**config.mk**
```make
export PLATFORM = sky130hd
export DESIGN_NAME = boot_catalog_validator
export DESIGN_NICKNAME = d
export VERILOG_FILES = /design/src/hw/rtl/bcv_pkg.sv /design/src/hw/rtl/bcv_parse.sv /design/src/hw/rtl/boot_catalog_validator.sv
export SDC_FILE = /design/constraint.sdc
export NUM_CORES = 1
export LEC_CHECK = 0
export BUFFER_PORTS_ARGS = -buffer_cell sky130_fd_sc_hd__buf_4
export CORE_MARGIN = 5
export CORE_UTILIZATION = 50
export DETAILED_ROUTE_END_ITERATION = 8
export PLACE_DENSITY = 0.68
export SYNTH_ARGS = -nofsm -noshare
export SYNTH_HDL_FRONTEND = slang
export SYNTH_HIERARCHICAL = 1
export SYNTH_SLANG_ARGS = --single-unit
```
**constraint.sdc**
```tcl
create_clock -name clk -period 7.9 [get_ports clk]
set_input_delay 1.185 -clock clk [delete_from_list [all_inputs] [get_ports clk]]
set_output_delay 1.185 -clock clk [all_outputs]
set_load 0.01 [all_outputs]
```
**src/hw/rtl/bcv_pkg.sv**
```systemverilog
// shared types, constants and signature table for the boot catalog validator
package bcv_pkg;

  localparam int POS_W = 7;

  // section lengths, as the position of the final byte
  localparam logic [POS_W-1:0] REC_LAST       = 7'd74;
  localparam logic [POS_W-1:0] CAT_LAST       = 7'd43;
  localparam logic [POS_W-1:0] REC_SECTOR_POS = 7'd71;
  localparam logic [POS_W-1:0] CAT_SECTOR_POS = 7'd40;
  localparam logic [POS_W-1:0] CAT_SUM_END    = 7'd32;
  localparam logic [POS_W-1:0] CAT_PLAT_POS   = 7'd1;
  localparam logic [POS_W-1:0] CAT_KEY0_POS   = 7'd30;
  localparam logic [POS_W-1:0] CAT_KEY1_POS   = 7'd31;
  localparam logic [POS_W-1:0] CAT_BOOT_POS   = 7'd32;
  localparam logic [POS_W-1:0] CAT_MEDIA_POS  = 7'd33;

  localparam logic [7:0] VALIDATION_ID = 8'h01;
  localparam logic [7:0] KEY_BYTE0     = 8'h55;
  localparam logic [7:0] KEY_BYTE1     = 8'hAA;
  localparam logic [7:0] BOOTABLE      = 8'h88;

  localparam logic [3:0] MEDIA_NONE  = 4'd0;
  localparam logic [3:0] MEDIA_F1200 = 4'd1;
  localparam logic [3:0] MEDIA_F1440 = 4'd2;
  localparam logic [3:0] MEDIA_F2880 = 4'd3;
  localparam logic [3:0] MEDIA_HDISK = 4'd4;

  localparam logic [12:0] LEN_F1200 = 13'(1200 * 1024 / 512);
  localparam logic [12:0] LEN_F1440 = 13'(1440 * 1024 / 512);
  localparam logic [12:0] LEN_F2880 = 13'(2880 * 1024 / 512);

  // result status codes
  localparam logic [2:0] ST_RECORD_OK   = 3'd0;
  localparam logic [2:0] ST_IMAGE_OK    = 3'd1;
  localparam logic [2:0] ST_NO_SIG      = 3'd2;
  localparam logic [2:0] ST_UNSUPPORTED = 3'd3;
  localparam logic [2:0] ST_BAD_HEADER  = 3'd4;
  localparam logic [2:0] ST_BAD_SUM     = 3'd5;
  localparam logic [2:0] ST_NO_EMUL     = 3'd6;
  localparam logic [2:0] ST_HD_EMUL     = 3'd7;

  // configuration register indexes
  localparam logic [7:0] REG_ENTRY_INDEX   = 8'd0;
  localparam logic [7:0] REG_HOST_PLATFORM = 8'd1;

  typedef struct packed {
    logic [2:0]  status;
    logic [31:0] catalog_sector;
    logic [33:0] image_offset;
    logic [12:0] image_length;
    logic        platform_mismatch;
    logic        not_bootable;
  } bcv_result_t;

  // expected record byte: "CD001" at 1..5, spec identifier at 7..29
  function automatic logic [7:0] sig_byte(input logic [POS_W-1:0] pos);
    logic [7:0] b;
    case (pos)
      7'd1:  b = "C";
      7'd2:  b = "D";
      7'd3:  b = "0";
      7'd4:  b = "0";
      7'd5:  b = "1";
      7'd7:  b = "E";
      7'd8:  b = "L";
      7'd9:  b = " ";
      7'd10: b = "T";
      7'd11: b = "O";
      7'd12: b = "R";
      7'd13: b = "I";
      7'd14: b = "T";
      7'd15: b = "O";
      7'd16: b = " ";
      7'd17: b = "S";
      7'd18: b = "P";
      7'd19: b = "E";
      7'd20: b = "C";
      7'd21: b = "I";
      7'd22: b = "F";
      7'd23: b = "I";
      7'd24: b = "C";
      7'd25: b = "A";
      7'd26: b = "T";
      7'd27: b = "I";
      7'd28: b = "O";
      7'd29: b = "N";
      default: b = 8'h00;
    endcase
    return b;
  endfunction

endpackage

```
**src/hw/rtl/bcv_parse.sv**
```systemverilog
// per-byte parse state and result decode for boot record and catalog
module bcv_parse (
  input  logic                      clk,
  input  logic                      rst_n,
  input  logic                      item_go,
  input  logic [7:0]                data_byte,
  input  logic                      section,
  input  logic                      first_byte,
  input  logic [7:0]                entry_index,
  input  logic [7:0]                host_platform,
  output logic                      closes,
  output bcv_pkg::bcv_result_t      result
);

  logic [bcv_pkg::POS_W-1:0] byte_position_r, byte_position_nxt;
  logic                      current_section_r;
  logic                      signature_failed_r, signature_failed_nxt;
  logic                      header_failed_r, header_failed_nxt;
  logic [15:0]               word_sum_r, word_sum_nxt;
  logic [7:0]                low_byte_hold_r, low_byte_hold_nxt;
  logic [31:0]               sector_gather_r, sector_gather_nxt;
  logic [7:0]                platform_seen_r, platform_seen_nxt;
  logic [7:0]                boot_indicator_r, boot_indicator_nxt;
  logic [3:0]                media_code_r, media_code_nxt;

  logic                      open_sec;
  logic                      skip;
  logic                      consume;
  logic [bcv_pkg::POS_W-1:0] pos;
  logic [bcv_pkg::POS_W-1:0] pos_last;
  logic [bcv_pkg::POS_W-1:0] sector_off;
  logic [1:0]                byte_sel;

  always_comb begin
    open_sec = first_byte ? section : current_section_r;
    skip     = !first_byte && (section != current_section_r);
    pos      = first_byte ? '0 : byte_position_r;
    pos_last = open_sec ? bcv_pkg::CAT_LAST : bcv_pkg::REC_LAST;
    consume  = !skip && (pos <= pos_last);
    closes   = consume && (pos == pos_last);

    // a first byte starts from cleared parse state
    byte_position_nxt    = pos + 7'd1;
    signature_failed_nxt = first_byte ? 1'b0 : signature_failed_r;
    header_failed_nxt    = first_byte ? 1'b0 : header_failed_r;
    word_sum_nxt         = first_byte ? '0 : word_sum_r;
    low_byte_hold_nxt    = first_byte ? '0 : low_byte_hold_r;
    sector_gather_nxt    = first_byte ? '0 : sector_gather_r;
    platform_seen_nxt    = first_byte ? '0 : platform_seen_r;
    boot_indicator_nxt   = first_byte ? '0 : boot_indicator_r;
    media_code_nxt       = first_byte ? '0 : media_code_r;

    sector_off = pos - (open_sec ? bcv_pkg::CAT_SECTOR_POS : bcv_pkg::REC_SECTOR_POS);
    byte_sel   = sector_off[1:0];

    if (!open_sec) begin
      if (pos == '0) begin
        if (data_byte != 8'h00) signature_failed_nxt = 1'b1;
      end else if (pos inside {[7'd1:7'd5], [7'd7:7'd29]}) begin
        if (data_byte != bcv_pkg::sig_byte(pos)) signature_failed_nxt = 1'b1;
      end else if (pos >= bcv_pkg::REC_SECTOR_POS) begin
        sector_gather_nxt = sector_gather_nxt | (32'(data_byte) << {byte_sel, 3'b000});
      end
    end else begin
      // validation entry: little-endian words summed modulo 2^16
      if (pos < bcv_pkg::CAT_SUM_END) begin
        if (pos[0]) word_sum_nxt = word_sum_nxt + {data_byte, low_byte_hold_nxt};
        else        low_byte_hold_nxt = data_byte;
      end
      if (pos == '0 && data_byte != bcv_pkg::VALIDATION_ID) header_failed_nxt = 1'b1;
      if (pos == bcv_pkg::CAT_KEY0_POS && data_byte != bcv_pkg::KEY_BYTE0)
        header_failed_nxt = 1'b1;
      if (pos == bcv_pkg::CAT_KEY1_POS && data_byte != bcv_pkg::KEY_BYTE1)
        header_failed_nxt = 1'b1;
      if (pos == bcv_pkg::CAT_PLAT_POS)  platform_seen_nxt  = data_byte;
      if (pos == bcv_pkg::CAT_BOOT_POS)  boot_indicator_nxt = data_byte;
      if (pos == bcv_pkg::CAT_MEDIA_POS) media_code_nxt = data_byte[3:0];
      if (pos >= bcv_pkg::CAT_SECTOR_POS)
        sector_gather_nxt = sector_gather_nxt | (32'(data_byte) << {byte_sel, 3'b000});
    end
  end

  always_comb begin
    result = '0;
    if (!open_sec) begin
      if (signature_failed_nxt) begin
        result.status = bcv_pkg::ST_NO_SIG;
      end else if (entry_index != 8'h00) begin
        result.status = bcv_pkg::ST_UNSUPPORTED;
      end else begin
        result.status         = bcv_pkg::ST_RECORD_OK;
        result.catalog_sector = sector_gather_nxt;
      end
    end else if (entry_index != 8'h00) begin
      result.status = bcv_pkg::ST_UNSUPPORTED;
    end else if (header_failed_nxt) begin
      result.status = bcv_pkg::ST_BAD_HEADER;
    end else if (word_sum_nxt != 16'h0000) begin
      result.status = bcv_pkg::ST_BAD_SUM;
    end else begin
      result.platform_mismatch = (platform_seen_nxt != host_platform);
      result.not_bootable      = (boot_indicator_nxt != bcv_pkg::BOOTABLE);
      case (media_code_nxt)
        bcv_pkg::MEDIA_NONE:  result.status = bcv_pkg::ST_NO_EMUL;
        bcv_pkg::MEDIA_HDISK: result.status = bcv_pkg::ST_HD_EMUL;
        default: begin
          result.status       = bcv_pkg::ST_IMAGE_OK;
          result.image_offset = {sector_gather_nxt, 2'b00};
          case (media_code_nxt)
            bcv_pkg::MEDIA_F1200: result.image_length = bcv_pkg::LEN_F1200;
            bcv_pkg::MEDIA_F1440: result.image_length = bcv_pkg::LEN_F1440;
            bcv_pkg::MEDIA_F2880: result.image_length = bcv_pkg::LEN_F2880;
            default:              result.image_length = '0;
          endcase
        end
      endcase
    end
  end

  always_ff @(posedge clk) begin
    if (!rst_n) begin
      byte_position_r    <= '0;
      current_section_r  <= 1'b0;
      signature_failed_r <= 1'b0;
      header_failed_r    <= 1'b0;
      word_sum_r         <= '0;
      low_byte_hold_r    <= '0;
      sector_gather_r    <= '0;
      platform_seen_r    <= '0;
      boot_indicator_r   <= '0;
      media_code_r       <= '0;
    end else if (item_go && consume) begin
      byte_position_r    <= byte_position_nxt;
      current_section_r  <= open_sec;
      signature_failed_r <= signature_failed_nxt;
      header_failed_r    <= header_failed_nxt;
      word_sum_r         <= word_sum_nxt;
      low_byte_hold_r    <= low_byte_hold_nxt;
      sector_gather_r    <= sector_gather_nxt;
      platform_seen_r    <= platform_seen_nxt;
      boot_indicator_r   <= boot_indicator_nxt;
      media_code_r       <= media_code_nxt;
    end
  end

  // position never runs past one beyond the end of the record
  a_pos_bound: assert property (@(posedge clk) disable iff (!rst_n)
    byte_position_r <= bcv_pkg::REC_LAST + 7'd1)
    else $error("byte position out of range");

  // catalog position stays within the catalog length
  a_cat_bound: assert property (@(posedge clk) disable iff (!rst_n)
    current_section_r |-> byte_position_r <= bcv_pkg::CAT_LAST + 7'd1)
    else $error("catalog position out of range");

  // closing a section leaves the position one past the end
  a_close_pos: assert property (@(posedge clk) disable iff (!rst_n)
    item_go && closes |=> byte_position_r == ($past(pos_last) + 7'd1))
    else $error("position not advanced past end on close");

endmodule

```
**src/hw/rtl/boot_catalog_validator.sv**
```systemverilog
// boot_catalog_validator: input register, byte parser and result register
// out_tvalid rises when a section's final byte's result moves into the result register
// throughput: one byte per cycle; only a final byte can wait on a held result
// the parse state updates once per byte in a single pass
// reset: rst_n synchronous active low clears parse state, config registers and valid flags
// no memory, so no clearing pass: the block takes bytes in the cycle after reset
module boot_catalog_validator (
  input  logic        clk,
  input  logic        rst_n,
  input  logic        in_tvalid,
  output logic        in_tready,
  input  logic [7:0]  in_tdata,   // [7:0] data_byte
  input  logic [1:0]  in_tuser,   // [0] section, [1] first_byte
  output logic        out_tvalid,
  input  logic        out_tready,
  // [2:0] status, [34:3] catalog_sector, [68:35] image_offset,
  // [81:69] image_length, [82] platform_mismatch, [83] not_bootable, [87:84] zero
  output logic [87:0] out_tdata,
  input  logic        cfg_valid,
  output logic        cfg_ready,
  input  logic [7:0]  cfg_index,
  input  logic [7:0]  cfg_data
);

  logic                 s1_valid_r, s1_valid_nxt;
  logic [7:0]           s1_data_r;
  logic                 s1_section_r;
  logic                 s1_first_r;
  logic                 s1_go;
  logic                 closes;
  bcv_pkg::bcv_result_t result;

  logic                 out_valid_r, out_valid_nxt;
  bcv_pkg::bcv_result_t out_res_r;

  logic [7:0]           entry_index_r;
  logic [7:0]           host_platform_r;

  // a byte that gives no result moves on even while the output is held
  assign s1_go     = s1_valid_r && (!closes || !out_valid_r || out_tready);
  assign in_tready = !s1_valid_r || s1_go;
  assign cfg_ready = 1'b1;

  always_comb begin
    s1_valid_nxt = s1_valid_r;
    if (in_tvalid && in_tready) s1_valid_nxt = 1'b1;
    else if (s1_go)             s1_valid_nxt = 1'b0;

    out_valid_nxt = out_valid_r;
    if (s1_go && closes) out_valid_nxt = 1'b1;
    else if (out_tready) out_valid_nxt = 1'b0;
  end

  always_ff @(posedge clk) begin
    if (!rst_n) begin
      s1_valid_r  <= 1'b0;
      out_valid_r <= 1'b0;
    end else begin
      s1_valid_r  <= s1_valid_nxt;
      out_valid_r <= out_valid_nxt;
    end
  end

  always_ff @(posedge clk) begin
    if (in_tvalid && in_tready) begin
      s1_data_r    <= in_tdata;
      s1_section_r <= in_tuser[0];
      s1_first_r   <= in_tuser[1];
    end
    if (s1_go && closes) out_res_r <= result;
  end

  always_ff @(posedge clk) begin
    if (!rst_n) begin
      entry_index_r   <= '0;
      host_platform_r <= '0;
    end else if (cfg_valid && cfg_ready) begin
      if (cfg_index == bcv_pkg::REG_ENTRY_INDEX)   entry_index_r   <= cfg_data;
      if (cfg_index == bcv_pkg::REG_HOST_PLATFORM) host_platform_r <= cfg_data;
    end
  end

  bcv_parse u_parse (
    .clk           (clk),
    .rst_n         (rst_n),
    .item_go       (s1_go),
    .data_byte     (s1_data_r),
    .section       (s1_section_r),
    .first_byte    (s1_first_r),
    .entry_index   (entry_index_r),
    .host_platform (host_platform_r),
    .closes        (closes),
    .result        (result)
  );

  assign out_tvalid = out_valid_r;
  assign out_tdata  = {4'b0000,
                       out_res_r.not_bootable,
                       out_res_r.platform_mismatch,
                       out_res_r.image_length,
                       out_res_r.image_offset,
                       out_res_r.catalog_sector,
                       out_res_r.status};

  // a new result is only loaded when the result register is free
  a_no_overwrite: assert property (@(posedge clk) disable iff (!rst_n)
    s1_go && closes |-> !out_valid_r || out_tready)
    else $error("result register overwritten");

  // input side only stalls while a byte sits in the input register
  a_stall_cause: assert property (@(posedge clk) disable iff (!rst_n)
    !in_tready |-> s1_valid_r)
    else $error("input stalled with empty input register");

  // catalog sector is reported only with a good record
  a_cat_zero: assert property (@(posedge clk) disable iff (!rst_n)
    out_valid_r && out_res_r.status != bcv_pkg::ST_RECORD_OK |->
      out_res_r.catalog_sector == 32'h0)
    else $error("catalog sector set without record ok");

  // image geometry is reported only with image ok
  a_img_zero: assert property (@(posedge clk) disable iff (!rst_n)
    out_valid_r && out_res_r.status != bcv_pkg::ST_IMAGE_OK |->
      out_res_r.image_offset == 34'h0 && out_res_r.image_length == 13'h0)
    else $error("image fields set without image ok");

endmodule
```
* After elaboration in Yosys (flattened, before gate mapping)
Memory sizes are Yosys's and may differ from the RTL's. Index checks and enable logic that the tools add are counted.
Storage, ports and cells: register bits 198, memory bits (read-only) 224, input bits 31, output and inout port bits 91, logic and storage cells 146, memories 1
Operators by class: add/subtract/negate cells 3, order comparisons 8, equality and inequality tests 18, shift-type cells 1, mux-type cells 54, bitwise logic cells 2, reduce and logical (&&, ||, !) cells 35
Memory list:
- (name not given) | depth 32, bits a word 7, rd ports 1, clocked after memory_dff 0, write ports 0, line bcv_pkg.sv:59 | case (pos)
Operators by type and width (count):
- 32-bit 2-to-1 mux | 6
- 8-bit 2-to-1 mux | 14
- 16-bit 2-to-1 mux | 4
- 13-bit one-hot mux with 3 select lines | 1
- 32-bit OR | 1
- 8-bit by 5-bit left shift with 32-bit output | 1
- 16-bit adder | 1
- 1-bit 2-to-1 mux | 16
- 8-bit != test | 2
- 8-bit != test (second input constant) | 2
- 16-bit nonzero test | 1
- 8-bit nonzero test | 2
- 3-bit 2-to-1 mux | 5
- 7-bit by 5-bit equality test with 1-bit output (second input constant) | 2
- 7-bit by 6-bit equality test with 1-bit output (second input constant) | 2
- 7-bit 2-to-1 mux | 2
- 1-bit logical AND | 12
- 4-bit 2-to-1 mux | 3
- 4-bit by 2-bit equality test with 1-bit output (second input constant) | 2
- 8-bit by 1-bit equality test with 1-bit output (second input constant) | 1
- 8-bit logical NOT | 1
- 8-bit by 1-bit != test with 1-bit output (second input constant) | 1
- 8-bit by 7-bit != test with 1-bit output (second input constant) | 1
- 7-bit by 1-bit adder with 7-bit output (second input constant) | 1
- 27 further kinds | 37

* Logic depth before layout (Yosys ltp)
Gate-level depths: netlist (run 1).
depth in word-level cells 14, gate-level depth with buffers 20, mapped depth without buffers 12

* By module
Netlist (run 1), hierarchy kept.
Modules (own cells, without submodules):
- bcv_parse | times used 1, cells an instance 879, area an instance 6807.8 um^2, sequential area each 1721.7 um^2
- boot_catalog_validator | times used 1, cells an instance 178, area an instance 3603.5 um^2, sequential area each 3183.1 um^2

* Least setup slack after synthesis (run 1)
OpenSTA, ideal clock, no wires.
kind flip-flop to flip-flop, start register s1_first_r, end register out_res_r, in the netlist out_tdata[0], enable pin, library setup time 0.528 ns, arrival 6.169 ns, required time 7.372 ns, setup slack 1.204 ns, stages on the path, launching flop included 13, buffers on the path 5, period minus slack after synthesis 6.696 ns, cells stage by stage edfxtp_1 -> buf_2 -> buf_2 -> buf_2 -> clkbuf_1 -> clkbuf_1 -> nor2_1 -> inv_1 -> ha_1 -> nor4_1 -> o21a_1 -> nand2_1 -> nor2_1
Between the ends: cells in the longest elaborated chain, start to end 10, elaborated cells on any way between the ends 15, those cells by class 1 x order compare; 1 x eq/ne; 3 x mux; 10 x reduce/logical
RTL lines:
- from (decl) | line boot_catalog_validator.sv:28 | logic s1_first_r;
- from (signal assigned) | line boot_catalog_validator.sv:68 | s1_first_r <= in_tuser[1];
- 1-bit 2-to-1 mux or 1-bit logical NOT (tied branches) | line bcv_parse.sv:35, bcv_parse.sv:36
- 7-bit 2-to-1 mux or 1-bit logical AND (tied branches) | line bcv_parse.sv:38, bcv_parse.sv:36
- 7-bit less-or-equal comparator or 1-bit logical NOT (tied branches) | line bcv_parse.sv:39 | consume = !skip && (pos <= pos_last);
- 1-bit logical AND | line bcv_parse.sv:39
- 1-bit logical AND * | line bcv_parse.sv:40 | closes = consume && (pos == pos_last);
- named net closes | line boot_catalog_validator.sv:30 | logic closes;
- 1-bit logical NOT | line boot_catalog_validator.sv:40 | assign s1_go = s1_valid_r && (!closes || !out_valid_r || out_tready);
- 1-bit logical OR (2 in a row) | line boot_catalog_validator.sv:40
- 1-bit logical AND | line boot_catalog_validator.sv:40
- 1-bit logical AND * | line boot_catalog_validator.sv:70 | if (s1_go && closes) out_res_r <= result;
- to (signal assigned) | line boot_catalog_validator.sv:70
- to (decl) | line boot_catalog_validator.sv:34 | bcv_pkg::bcv_result_t out_res_r;
The timed path passes the listed nets; every way through them passes the cells marked *. A chain may end at the register's enable or synchronous reset.

* Worst setup path in the final report (run 1)
start register s1_first_r, end register out_res_r, in the netlist out_tdata[80], data pin
Between the ends: cells in the longest elaborated chain, start to end 8, elaborated cells on any way between the ends 33, those cells by class 1 x add/sub; 1 x order compare; 7 x eq/ne; 16 x mux; 1 x bitwise; 7 x reduce/logical
RTL lines:
- parallel branches: the longest is 8 deep, another holds 16-bit adder
Several ways; the timed one is not identified.

==> results of run 1 <==
==> kinds of logic (layout without fill, tap and decap cells) <==
family          after synthesis  count (layout)  share of synthesized area
compound gates              255             255                      0.180
simple gates                396             396                      0.205
mux                          38              38                     0.0377
buf+inv                     114             178                     0.0505
flops                       198             198                      0.471
xor+xnor                     27              27                     0.0227
other cells                   3              12                    0.00108
fa+ha+maj                    26              26                     0.0320
==> metal layers <==
metal / vias to the layer above / global-route usage / part of all wire
met3: 51 / 0.0492 / 0.070
met1: 3983 / 0.294 / 0.44
met2: 299 / 0.349 / 0.47
li1: 3983 / - / -
met5: - / 0 / 0.00083
met4: 4 / 0.0778 / 0.024
==> critical path, stage by stage, from the launching register on <==
cell,delay [ns]
sky130_fd_sc_hd__edfxtp_1,0.95
sky130_fd_sc_hd__buf_4,0.57
sky130_fd_sc_hd__nor2b_1,0.11
sky130_fd_sc_hd__ha_1,0.39
sky130_fd_sc_hd__a21o_1,0.20
sky130_fd_sc_hd__a221oi_2,0.49
sky130_fd_sc_hd__xnor2_1,0.15
sky130_fd_sc_hd__or4_1,0.58
sky130_fd_sc_hd__a211oi_1,0.26
sky130_fd_sc_hd__o21a_1,0.18
sky130_fd_sc_hd__nand3_2,0.72
sky130_fd_sc_hd__nor4_1,0.68
==> cells in the final DEF (no fill, tap or decap), types with 25 or more instances in the layout <==
| cell | count |
|---|---|
| sky130_fd_sc_hd__a21oi_1 | 31 |
| sky130_fd_sc_hd__a22oi_1 | 89 |
| sky130_fd_sc_hd__buf_4 | 132 |
| sky130_fd_sc_hd__dfxtp_1 | 104 |
| sky130_fd_sc_hd__edfxtp_1 | 94 |
| sky130_fd_sc_hd__ha_1 | 25 |
| sky130_fd_sc_hd__mux2i_1 | 37 |
| sky130_fd_sc_hd__nand2_1 | 71 |
| sky130_fd_sc_hd__nor2_1 | 69 |
| sky130_fd_sc_hd__nor2b_1 | 107 |
| sky130_fd_sc_hd__nor3_1 | 44 |
| sky130_fd_sc_hd__o21ai_0 | 33 |
==> area by class of cell <==
class                           count  area share
Tap cell                          270      0.0282
Multi-Input combinational cell    754       0.421
Sequential cell                   198       0.410
Clock inverter                     15      0.0184
Inverter                           14     0.00439
Clock buffer                       17      0.0356
Timing Repair Buffer              132      0.0828
==> through the flow <==
stage / hold slack (ns) / cells / power [mW] / area (sq um)
5_1_grt: 0.494 / 1400 / 2.31 / 12000
3_5_place_dp: 0.453 / 1368 / 1.32 / 11300
4_1_cts: 0.465 / 1400 / 2.25 / 12000
6_report: 0.461 / 1400 / 2.23 / 12000
2_1_floorplan: 0.434 / 1066 / 1.26 / 10400
3_3_place_gp: 0.444 / 1368 / 1.32 / 11300
==> flip-flops by register name, indices dropped and copies added (netlist names) <==
register                    cells
u_parse/media_code_r            4
u_parse/header_failed_r         1
host_platform_r                 8
s1_first_r                      1
u_parse/signature_failed_r      1
u_parse/word_sum_r             16
u_parse/byte_position_r         7
s1_data_r                       8
u_parse/boot_indicator_r        8
u_parse/sector_gather_r        32
u_parse/low_byte_hold_r         8
entry_index_r                   8
s1_valid_r                      1
out_tvalid                      1
out_tdata                      84
s1_section_r                    1
u_parse/platform_seen_r         8
u_parse/current_section_r       1
==> synthesized netlist by cell type (all sizes together), types with 25 or more instances <==
cell	count
o21ai	37
nor3	45
ha	25
mux2i	37
buf	40
nor2	71
a21oi	31
dfxtp	104
nand2	71
clkbuf	60
nor2b	107
a22oi	89
edfxtp	94
==> worst paths after layout <==
path                            startpoint                             to
max                   s1_first_r$_DFFE_PP_        out_tdata[80]$_DFFE_PP_
min          entry_index_r[3]$_SDFFE_PN0P_  entry_index_r[3]$_SDFFE_PN0P_
max reg2reg           s1_first_r$_DFFE_PP_        out_tdata[80]$_DFFE_PP_
min reg2reg  entry_index_r[3]$_SDFFE_PN0P_  entry_index_r[3]$_SDFFE_PN0P_
==> power groups by stage <==
stage / combinational [mW] / sequential, mW / clock [mW]
final: 0.212 / 1.09 / 0.929
after global routing: 0.229 / 1.09 / 0.991
after CTS: 0.209 / 1.09 / 0.947
after detailed placement: 0.207 / 1.12 / 0
after global placement: 0.205 / 1.12 / 0
after floorplan: 0.156 / 1.11 / 0
==> out/results.txt, run 1 <==
The critical path launch point type is a flip-flop. The net total in the final layout is 1174. STA classifies the critical path endpoint as a flip-flop. The run gives 26.5 mm as the total length of routed wires. The multi-input combinational cells in the finished layout cover a total of 0.00503 sq mm. The number of antenna violations at the first check in global routing came out at 2. The worst-case IR drop observed on VDD is 0.175 mV.

For the post-synthesis instance area, the log shows 0.0104 sq mm. The first-pass GRT wire length was 42.1 mm. The floorplan step defined a die boundary enclosing 0.0238 sq mm.

The tools report the part of the total power dissipated in the clock network as 0.416. The number of buffers added on ports was 116. In this run the power spent charging and discharging nets is 618 uW.

Number of maximum-capacitance violations: 0. Synthesis handed over a netlist of 1057 instances. The worst hold path was traced through 2 stages. Counting the fill cells in the layout gives 1739. Maximum fanout along the worst path: 48. The critical path required time was 8.08 ns; the buffer count from post-CTS setup fixing was 0. The most used flip-flop cell after synthesis is sky130_fd_sc_hd__dfxtp_1. The synthesized design contains 94 enable-type register cells. The power per unit of standard cell area is 187 mW/mm^2, and the maximum number of buffers from clock root to sink is 2. Static leakage: 4.21 nW. The repair_antennas step left the layout with diodes totalling 0.

The biggest area contributor in the post-synthesis netlist is sky130_fd_sc_hd__edfxtp_1. For the source-to-sink clock delay at the later pin of the worst-skew pair, the log shows 0.45 ns. The number of cell rows came out at 52. Setup violations remaining at the end of the flow were counted as 0. The worst hold path belongs to the class reg -> reg. Setup repair after global routing left no endpoint under its margin. After clock tree synthesis, the clock-pin slew on the worst setup and hold paths is 0.08 ns. The share of synthesized registers carrying an async set or reset was 0. Entering global routing, the biggest net connects 114 pins. Across all setup checks in the final design, the least slack found is 2.32 ns. The first detailed-routing pass took 6 iterations.

The logs give 2.32 ns for the slack of the worst reg-to-reg path and 0.0204 sq mm for the core outline area. The pre-CTS setup slack is 2.45 ns. The layout cell share with drive strength beyond 1 is 0.167, and the final setup skew is 0.0141 ns. The run gives 7848 as the via count of the first global-routing pass. Starting density of the core: 0.511.

The total I/O pin count was 122. The run gives 0 as the count of final hold-check violations. The tools report the root buffer cell as sky130_fd_sc_hd__clkbuf_16. The count of final max-slew check failures is 0. Across all layers, the routed design uses 8320 vias. The count of nets left with antenna violations once routing finished came out at 0. The vertical die dimension was 154 microns; the number of clock sinks was 198. X dimension of the die: 154 microns. By area the synthesized netlist is led by sky130_fd_sc_hd__edfxtp_1 27%, sky130_fd_sc_hd__dfxtp_1 20%, sky130_fd_sc_hd__nor2b_1 6.4%, sky130_fd_sc_hd__a22oi_1 6.4%, sky130_fd_sc_hd__mux2i_1 3.6%. The congestion estimate from routability-driven global placement came to 0.917.

The number of gates resized after CTS was 0. For the total routing usage reported by global routing, the log shows 0.219. After synthesis the netlist holds a flip-flop and latch count of 198. Based on the critical path, the design can be clocked at up to 179 MHz. The measured slew at the worst slew-check pin was 1.20 ns; the worst slew margin relative to its limit was 0.198. For this run the aggregate overflow at the end of global routing stands at 0.

The proportion of netlist area held by the largest area contributor came out at 0.271. Counting I/O delays and the setup requirement, the final critical path takes 5.58 ns. Once detailed placement completed, the half-perimeter wirelength came to 17.1 mm. The power share of the combinational group was 0.095; the fraction of the cycle the final worst path needs was 0.707.

Setup total negative slack on the finished layout was measured at 0 ns. Yosys printed 6 warnings. In this run the mean area of a mapped cell was 9.85 sq um. The part of the power in registers is 0.489, and the arrival time reported for the critical path endpoint is 5.77 ns. Registers take 0.00490 sq mm. Total CTS buffers: 17. The flow ran to the end, and the final reports show no timing, DRC or antenna violations.

The net switching fraction of the power came out at 0.277. The synthesized netlist contains 78 unique library cells. The share of the core filled with cells was 0.587; the number of DRC violations after detailed routing was 0. The run gives 0.471 as the share of the yosys chip area belonging to registers. For the number of buffers inserted by hold repair at cts, the log shows 0. TritonCTS built the clock tree. Critical path start-end classification: reg -> reg. The worst reg-to-reg path cell count came out at 11. The number of levels in the clock H-tree came out at 4.

The routed length per placed instance was 18.9 microns; the number of DRC markers after the initial detailed-route iteration was 697. Cell internal power was estimated by the tool at 1.62 mW. From synthesis to final layout, the design area changed by 14.9%.

After detailed routing, the number of vias per cell comes to 5.94.
No activity file was read; power rests on OpenSTA's default activity.
==> run 2, diff against run 1 <==
--- a/config.mk
+++ b/config.mk
@@ -9,7 +9,7 @@
 export CORE_MARGIN = 5
 export CORE_UTILIZATION = 50
 export DETAILED_ROUTE_END_ITERATION = 8
-export PLACE_DENSITY = 0.68
+export PLACE_DENSITY = 0.71
 export SYNTH_ARGS = -nofsm -noshare
 export SYNTH_HDL_FRONTEND = slang
 export SYNTH_HIERARCHICAL = 1
==> constraint.sdc (replaced) <==
create_clock -name clk -period 5.08 [get_ports clk]
set_input_delay 0.762 -clock clk [delete_from_list [all_inputs] [get_ports clk]]
set_output_delay 0.762 -clock clk [all_outputs]
set_load 0.01 [all_outputs]
==> run 2 against run 1 <==
  * Clock power rose by 55%
  * Worst setup slack got worse by 1.5 ns
  * Largest power group unchanged
  * Sequential share of layout area fell by 0.28 points
  * Total power rose by 56%
  * First-iteration DRC count rose by 42%
  * Final cell count rose by 0.43%
  * Critical path depth fell by 2
  * Via count rose by 0.36%
==> out/results.txt, run 2 (same netlist as run 1, synthesis figures left out) <==
The net total in the final layout was 1180 (+0.51%). The most critical setup path has its startpoint at s1_first_r$_DFFE_PP_. In this run the critical register-to-register path is launched from s1_first_r$_DFFE_PP_.

The count of nets left with antenna violations after detail routing was 0 (unchanged). The total of fill cells in the finished design came out at 1722 (-0.98%). The worst reg-to-reg path cell count is 12 (+1), and the pre-CTS setup slack is 0.893 ns (-1.56 ns). The worst hold margin is 0.458 ns (-0.00298 ns), and the HPWL reported at the end of detailed placement is 17.4 mm (+1.7%). The source-to-sink clock delay at the later pin of the worst-skew pair was 0.44 ns (about the same). The number of maximum-capacitance violations is 0 (unchanged).

The die outline area came out at 0.0238 sq mm (unchanged). The power per unit of standard cell area was 289 mW/mm^2 (+55%); the vertical die dimension was 154 microns (unchanged). The largest voltage drop on the vdd net is 0.238 mV (+36%), and the static leakage is 4.25 nW (+0.97%). The number of DRC markers after the initial detailed-route iteration is 991 (+42%), and the multi-input gate area in the final layout is 0.00503 sq mm (unchanged). The tools report the number of buffers inserted by hold repair at cts as 0 (unchanged). For the slack of the worst reg-to-reg path, the log shows 0.81 ns (-1.51 ns). The layout overhead on the synthesized area was 15.7%. In the layout the commonest cells are 135 x sky130_fd_sc_hd__buf_4, 107 x sky130_fd_sc_hd__nor2b_1, 104 x sky130_fd_sc_hd__dfxtp_1. The run gives 0.511 (unchanged) as the starting density of the core. The measured slew at the worst slew-check pin was 1.22 ns (+0.0160 ns); the total routing usage reported by global routing was 0.215 (-0.00353). The logs give 0.0204 sq mm (unchanged) for the core outline area and 0.190 (-0.00873) for the worst slew margin relative to its limit. The vias per cell is 5.94 (about the same). The type of destination of the critical path was an output port.

The post-cts gate resize count is 0 (unchanged). The tools report the met2 track demand over resource in global routing as 0.360 (+0.0108). For the via count of the first global-routing pass, the log shows 7883 (+0.45%). The arrival time reported for the critical path endpoint is 3.53 ns (-2.24 ns). The x dimension of the die is 154 microns (unchanged).

The tools report the smallest setup slack after layout as 0.793 ns (-1.52 ns). The logs give 8350 (+0.36%) for the routed via count and 4.32 ns (-3.76 ns) for the critical path required time. After global routing, the most crowded layer is met2. The layout cell share with drive strength beyond 1 was 0.172 (+0.00440).

The fraction of the cycle the final worst path needs was 0.844; the routed length per placed instance was 18.9 microns (-0.33%). The antenna diode count is 0 (unchanged). For the maximum number of buffers from clock root to sink, the log shows 2 (unchanged). The run finished with clean final reports.

The number of antenna violations at the first check in global routing is 0 (-2), and the share of the core filled with cells is 0.591 (+0.00406). The tools report the sum of negative setup slack as 0 ns (unchanged). The most frequent standard cell in the layout excluding fill and tap cells is sky130_fd_sc_hd__buf_4. The achievable clock frequency was 233 MHz; the number of buffers added on ports was 116 (unchanged).

Following the worst setup path forward leads to its endpoint at in_tready. The number of detailed-route iterations in the first pass was 5 (-1); the flip-flop count of the largest register after layout was 84 (unchanged). The global routing met3 resource utilization was 0.0422 (-0.00699); the pin count of the biggest net entering global routing was 114 (unchanged). The run gives 0 (unchanged) as the number of setup violations in the final report. The root buffer cell is sky130_fd_sc_hd__clkbuf_16. For the finished layout, the period the worst path requires is 4.29 ns.

The logs give 0 (unchanged) for the buffer count from post-CTS setup fixing and 17 (unchanged) for the total CTS buffers. The post-CTS clock slew at the launch and capture registers of the worst setup and hold paths is 0.08 ns (about the same). The final setup skew is 0.0152 ns (+0.00106 ns). The number of DRC violations after detailed routing was 0 (unchanged). The met1 usage in global routing came out at 0.288 (-0.00522). The worst setup path is launched from a flip-flop. The tools report the total length of routed wires as 26.5 mm (about the same). The run gives 52 (unchanged) as the number of cell rows. Routability congestion estimate: 0.925 (+0.86%). The tools report the combined flip-flop and latch cell area as 0.00490 sq mm (unchanged). The post-layout instance area was 0.0120 sq mm (+0.69%). Setup repair after global routing left no endpoint under its margin.

The path class of the lowest-slack min-delay path is reg -> reg. TritonCTS built the clock tree. The run gives 0 (unchanged) as the count of final max-slew check failures.

Post-detailed-placement cell area: 0.0114 sq mm (+0.73%). For the total I/O pin count, the log shows 122 (unchanged). The endpoint identified for the worst register-to-register timing path is out_tdata[75]$_DFFE_PP_. The number of levels in the clock H-tree was 4 (unchanged).

The maximum fanout along the worst path was 67 (+40%); the first-pass GRT wire length was 41.9 mm (-0.46%). The tools report the count of final hold-check violations as 0 (unchanged). The residual overflow from global routing came out at 0 (unchanged). Number of clock sinks: 198 (unchanged).

The critical path start-end classification was reg -> out.
==> run 2: cell types whose count changed in the layout (fill, tap and decap cells not counted) <==
| cell | delta |
|---|---|
| sky130_fd_sc_hd__inv_6 | +2 |
| sky130_fd_sc_hd__inv_12 | -1 |
| sky130_fd_sc_hd__clkinv_8 | +1 |
| sky130_fd_sc_hd__buf_4 | +3 |
| sky130_fd_sc_hd__buf_12 | +3 |
| sky130_fd_sc_hd__clkinv_4 | -2 |
==> run 2: area by class of cell <==
type / count / area share
Inverter: 14 / 0.00436
Timing Repair Buffer: 138 / 0.0891
Clock buffer: 17 / 0.0353
Sequential cell: 198 / 0.407
Multi-Input combinational cell: 754 / 0.418
Clock inverter: 15 / 0.0183
Tap cell: 270 / 0.0280
==> run 2: worst max-delay path: stages, from the launching register on <==
cell and delay [ns]:
sky130_fd_sc_hd__edfxtp_1 0.52, sky130_fd_sc_hd__buf_12 0.32, sky130_fd_sc_hd__mux2i_1 0.58, sky130_fd_sc_hd__inv_2 0.24, sky130_fd_sc_hd__ha_1 0.37, sky130_fd_sc_hd__nand3_1 0.08, sky130_fd_sc_hd__nor4_1 0.30, sky130_fd_sc_hd__o21a_1 0.26
sky130_fd_sc_hd__nand3_1 0.18, sky130_fd_sc_hd__buf_4 0.21
==> run 2: worst min-delay path by stage <==
stage / startpoint / end / depth (start not counted)
after floorplan: entry_index_r[2]$_SDFFE_PN0P_ / entry_index_r[2]$_SDFFE_PN0P_ / 2
after global placement: entry_index_r[4]$_SDFFE_PN0P_ / entry_index_r[4]$_SDFFE_PN0P_ / 2
after detailed placement: entry_index_r[2]$_SDFFE_PN0P_ / entry_index_r[2]$_SDFFE_PN0P_ / 2
after CTS: entry_index_r[2]$_SDFFE_PN0P_ / entry_index_r[2]$_SDFFE_PN0P_ / 2
after global routing: in_tdata[3] / s1_data_r[3]$_DFFE_PP_ / 1
final: entry_index_r[2]$_SDFFE_PN0P_ / entry_index_r[2]$_SDFFE_PN0P_ / 2
==> run 2: metrics by stage <==
step | std cells | power [mW]
2_1_floorplan | 1066 | 1.96
3_3_place_gp | 1374 | 2.06
3_5_place_dp | 1374 | 2.06
4_1_cts | 1406 | 3.49
5_1_grt | 1406 | 3.60
6_report | 1406 | 3.48
==> run 2: metal layers <==
layer	vias up	part of all wire
li1	3993	-
met1	3997	0.44
met2	327	0.48
met3	33	0.072
met4	0	0.017
met5	-	0
==> run 2: where the power goes <==
part	internal, mW	switching [mW]	total (mW)
clock network	0.727	0.717	1.44
logic	0.114	0.214	0.327
registers	1.68	0.0280	1.70
==> run 3, diff against run 2 <==
--- a/config.mk
+++ b/config.mk
@@ -9,7 +9,7 @@
 export CORE_MARGIN = 5
 export CORE_UTILIZATION = 50
 export DETAILED_ROUTE_END_ITERATION = 8
-export PLACE_DENSITY = 0.71
+export PLACE_DENSITY = 0.68
 export SYNTH_ARGS = -nofsm -noshare
 export SYNTH_HDL_FRONTEND = slang
 export SYNTH_HIERARCHICAL = 1
==> constraint.sdc (replaced) <==
create_clock -name clk -period 4 [get_ports clk]
set_input_delay 0.6 -clock clk [delete_from_list [all_inputs] [get_ports clk]]
set_output_delay 0.6 -clock clk [all_outputs]
set_load 0.01 [all_outputs]
==> run 3 against run 2 <==
  * Final cell count grew 2.6%
  * Clock power rose by 24%
  * Sequential power increased by 26%
  * Register-to-register slack got worse by 0.65 ns
  * Worst setup slack worse by 0.63 ns
  * Clock skew about the same
  * Via count rose by 1.8%
  * Cell area up 3.3%
  * Die area did not move
  * Largest power group unchanged
  * Flip-flop and latch count unchanged
  * Total power grew 27%
  * First-iteration DRC count is 26% lower
==> out/results.txt, run 3 (same netlist as run 1, synthesis figures left out) <==
The run gives 1.75 mm (-8.1%) as the total met3 wirelength after detailed routing. The logs give 27.2 mm (+2.7%) for the total length of routed wires and 12.2 mm (+5.2%) for the total routed wire length on the met1 layer. The worst reg-to-reg path cell count works out to 13 (+1). The power per unit of standard cell area works out to 354 mW/mm^2 (+23%). The highest layer touched by signal routing is met4.

Share of the core filled with cells: 0.611 (+0.0194). The tools report the sink of the worst hold path as s1_data_r[2]$_DFFE_PP_. The run gives 0 (unchanged) as the number of DRC violations after detailed routing. The endpoint identified for the worst register-to-register timing path is out_tdata[60]$_DFFE_PP_. Leaving out fill and tap cells, the most frequent cells in the layout are 169 x sky130_fd_sc_hd__buf_4, 106 x sky130_fd_sc_hd__nor2b_1, 103 x sky130_fd_sc_hd__dfxtp_1.

The worst slew margin relative to its limit was 0.321 (+0.131). The number of maximum-capacitance violations is 0 (unchanged), and the multi-input gate area in the final layout is 0.00512 sq mm (+1.8%). The logs give 43.3 mm (+3.4%) for the first-pass GRT wire length and 6 (+1) for the number of detailed-route iterations in the first pass. The logs give 198 (unchanged) for the number of clock sinks and 0 (unchanged) for the residual overflow from global routing. The buffer and inverter count on the worst path works out to 2 (-1). The tree is rooted in a sky130_fd_sc_hd__clkbuf_16. The run gives 114 (unchanged) as the pin count of the biggest net entering global routing. The signal on the critical path passes through buf_12, nor2b_1, ha_2, fa_2, a21o_1, a221oi_4, xnor2_1, or4_1, a211oi_2, o21a_1, nand3_2, buf_4, nor3_1. The number of standard cells in the final layout excluding fillers is 1443 (+2.6%). The run gives 4.26 ns (-0.06 ns) as the critical path required time. Flip-flop count of the largest register after layout: 84 (unchanged).

The static leakage was 4.44 nW (+4.5%). The post-CTS clock slew at the launch and capture registers of the worst setup and hold paths is 0.08 ns (about the same), and the count of final max-slew check failures is 0 (unchanged). STA classifies the critical path startpoint as a flip-flop. The biggest cell delay along the critical path is 0.53 ns (-0.05 ns). Instance count after placement with tap cells included: 1410 (+2.6%).

The cell family contributing the most delay on the critical path is compound AO/OA/AOI/OAI gates. The x dimension of the die was 154 microns (unchanged); the count of final hold-check violations was 0 (unchanged). The number of buffers added on ports is 116 (unchanged).

Setup repair after global routing left no endpoint under its margin. Number of DRC markers after the initial detailed-route iteration: 736 (-26%). The slack of the worst reg-to-reg path came out at 0.16 ns (-0.65 ns). The layout cell share with drive strength beyond 1 is 0.208 (+0.0364), and the number of setup violations in the final report is 0 (unchanged). Overall power of the completed layout: 4.40 mW (+27%). Total of fill cells in the finished design: 1714 (-0.46%).

The run gives 0.0151 ns (-0.0000506 ns) as the final setup skew. Wire length on met2: 12.7 mm (+0.61%). The total I/O pin count was 122 (unchanged); the combined flip-flop and latch cell area was 0.00491 sq mm (about the same).

The tools report the origin of the worst min-delay path as in_tdata[2]. The run gives 52 (unchanged) as the number of cell rows. Post-layout instance area: 0.0124 sq mm (+3.3%).

The number of antenna violations at the first check in global routing was 0 (unchanged). The routed via count is 8502 (+1.8%), and the number of buffers inserted by hold repair at cts is 0 (unchanged). Measured slew at the worst slew-check pin: 1.02 ns (-0.197 ns).

TritonCTS built the clock tree. The via count of the first global-routing pass was 8051 (+2.1%). The tools report the number of levels in the clock H-tree as 4 (unchanged).

The layout overhead on the synthesized area was 19.5%. The largest individual stage delay along the critical path comes from the cell sky130_fd_sc_hd__or4_1. For the achievable clock frequency, the log shows 261 MHz. The type of destination of the critical path is a flip-flop.

The post-detailed-placement cell area came out at 0.0118 sq mm (+3.2%). The run gives 17 (unchanged) as the total CTS buffers. The net total in the final layout was 1217 (+3.1%). The worst register-to-register path begins at s1_first_r$_DFFE_PP_. The library cell used most frequently in the layout, excluding fill and tap cells, is sky130_fd_sc_hd__buf_4. Maximum fanout along the worst path: 22 (-67%).

The core outline area is 0.0204 sq mm (unchanged), and the total routing usage reported by global routing is 0.224 (+0.00839). For the die outline area, the log shows 0.0238 sq mm (unchanged). The run finished with clean final reports. The tools report the largest voltage drop on the vdd net as 0.317 mV (+33%). The depth of the worst hold-timing path was 1 (-1); the count of nets left with antenna violations after detail routing was 0 (unchanged). The fraction of the cycle the final worst path needs came out at 0.959.

The minimum clock period is 3.84 ns. The vias per cell is 5.89 (-0.79%). The HPWL reported at the end of detailed placement was 18.2 mm (+4.6%). The tools report the maximum number of buffers from clock root to sink as 2 (unchanged).

The tightest min-delay check is of the in -> reg type. The vertical die dimension works out to 154 microns (unchanged). The routability congestion estimate is 0.963 (+4.1%), and the starting density of the core is 0.511 (unchanged). The tools report the arrival time reported for the critical path endpoint as 4.10 ns (+0.57 ns). The routed length per placed instance works out to 18.9 microns (about the same). The critical path start-end classification is reg -> reg. The antenna diode count was 0 (unchanged). The source-to-sink clock delay at the later pin of the worst-skew pair was 0.44 ns (about the same).
[run 3: worst max path at each step]
stage / start / to / slack (ns) / depth (start not counted)
after floorplan: s1_first_r$_DFFE_PP_ / out_tdata[2]$_DFFE_PP_ / -0.22 / 19
after global placement: u_parse/byte_position_r[0]$_SDFFE_PN0P_ / u_parse/word_sum_r[8]$_SDFFE_PN0P_ / 0.004 / 12
after CTS: u_parse/byte_position_r[0]$_SDFFE_PN0P_ / u_parse/sector_gather_r[0]$_SDFFE_PN0P_ / 0.06 / 14
after detailed placement: s1_first_r$_DFFE_PP_ / out_tdata[60]$_DFFE_PP_ / 0.1 / 12
after global routing: s1_first_r$_DFFE_PP_ / out_tdata[44]$_DFFE_PP_ / 0.02 / 13
final: s1_first_r$_DFFE_PP_ / out_tdata[60]$_DFFE_PP_ / 0.16 / 13
[run 3: metal layers]
metal | GRT usage | vias to the layer above
met2 | 0.354 | 319
met1 | 0.308 | 4058
li1 | - | 4069
met3 | 0.0430 | 56
met5 | 0 | -
met4 | 0.0786 | 0
[run 3: repair_timing]
action | 4_1_cts | 5_1_grt
endpoints found under the setup margin | 0 | 150
resized for setup | 0 | 8
buffers inserted | 0 | 1
[run 3: report_power, final]
group	switching (mW)	total, mW	internal (mW)
registers	0.0210	2.15	2.13
clock network	0.917	1.79	0.874
logic	0.299	0.462	0.163
[run 3: worst reg2reg max path, stage by stage (launching register included)]
cell and delay [ns]:
sky130_fd_sc_hd__edfxtp_1 0.46, sky130_fd_sc_hd__buf_12 0.19, sky130_fd_sc_hd__nor2b_1 0.08, sky130_fd_sc_hd__ha_2 0.20, sky130_fd_sc_hd__fa_2 0.38, sky130_fd_sc_hd__a21o_1 0.23, sky130_fd_sc_hd__a221oi_4 0.38, sky130_fd_sc_hd__xnor2_1 0.15
sky130_fd_sc_hd__or4_1 0.53, sky130_fd_sc_hd__a211oi_2 0.22, sky130_fd_sc_hd__o21a_1 0.20, sky130_fd_sc_hd__nand3_2 0.15, sky130_fd_sc_hd__buf_4 0.26, sky130_fd_sc_hd__nor3_1 0.24
[run 3: area by class of cell]
type | instances | area share
inverters | 14 | 0.00422
well taps | 270 | 0.0272
clock inverters | 15 | 0.0169
multi-input cells | 754 | 0.412
repair buffers | 175 | 0.112
flip-flops and latches | 198 | 0.394
clock buffers | 17 | 0.0342
[run 3: per-stage QoR]
stage               worst slack (ns)  setup TNS (ns)  hold WS [ns]
global placement             0.00422               0         0.442
global route                  0.0152               0         0.317
floorplan                     -0.222           -8.83         0.434
finish                         0.164               0         0.336
detailed placement            0.0980               0         0.451
CTS                           0.0559               0         0.318
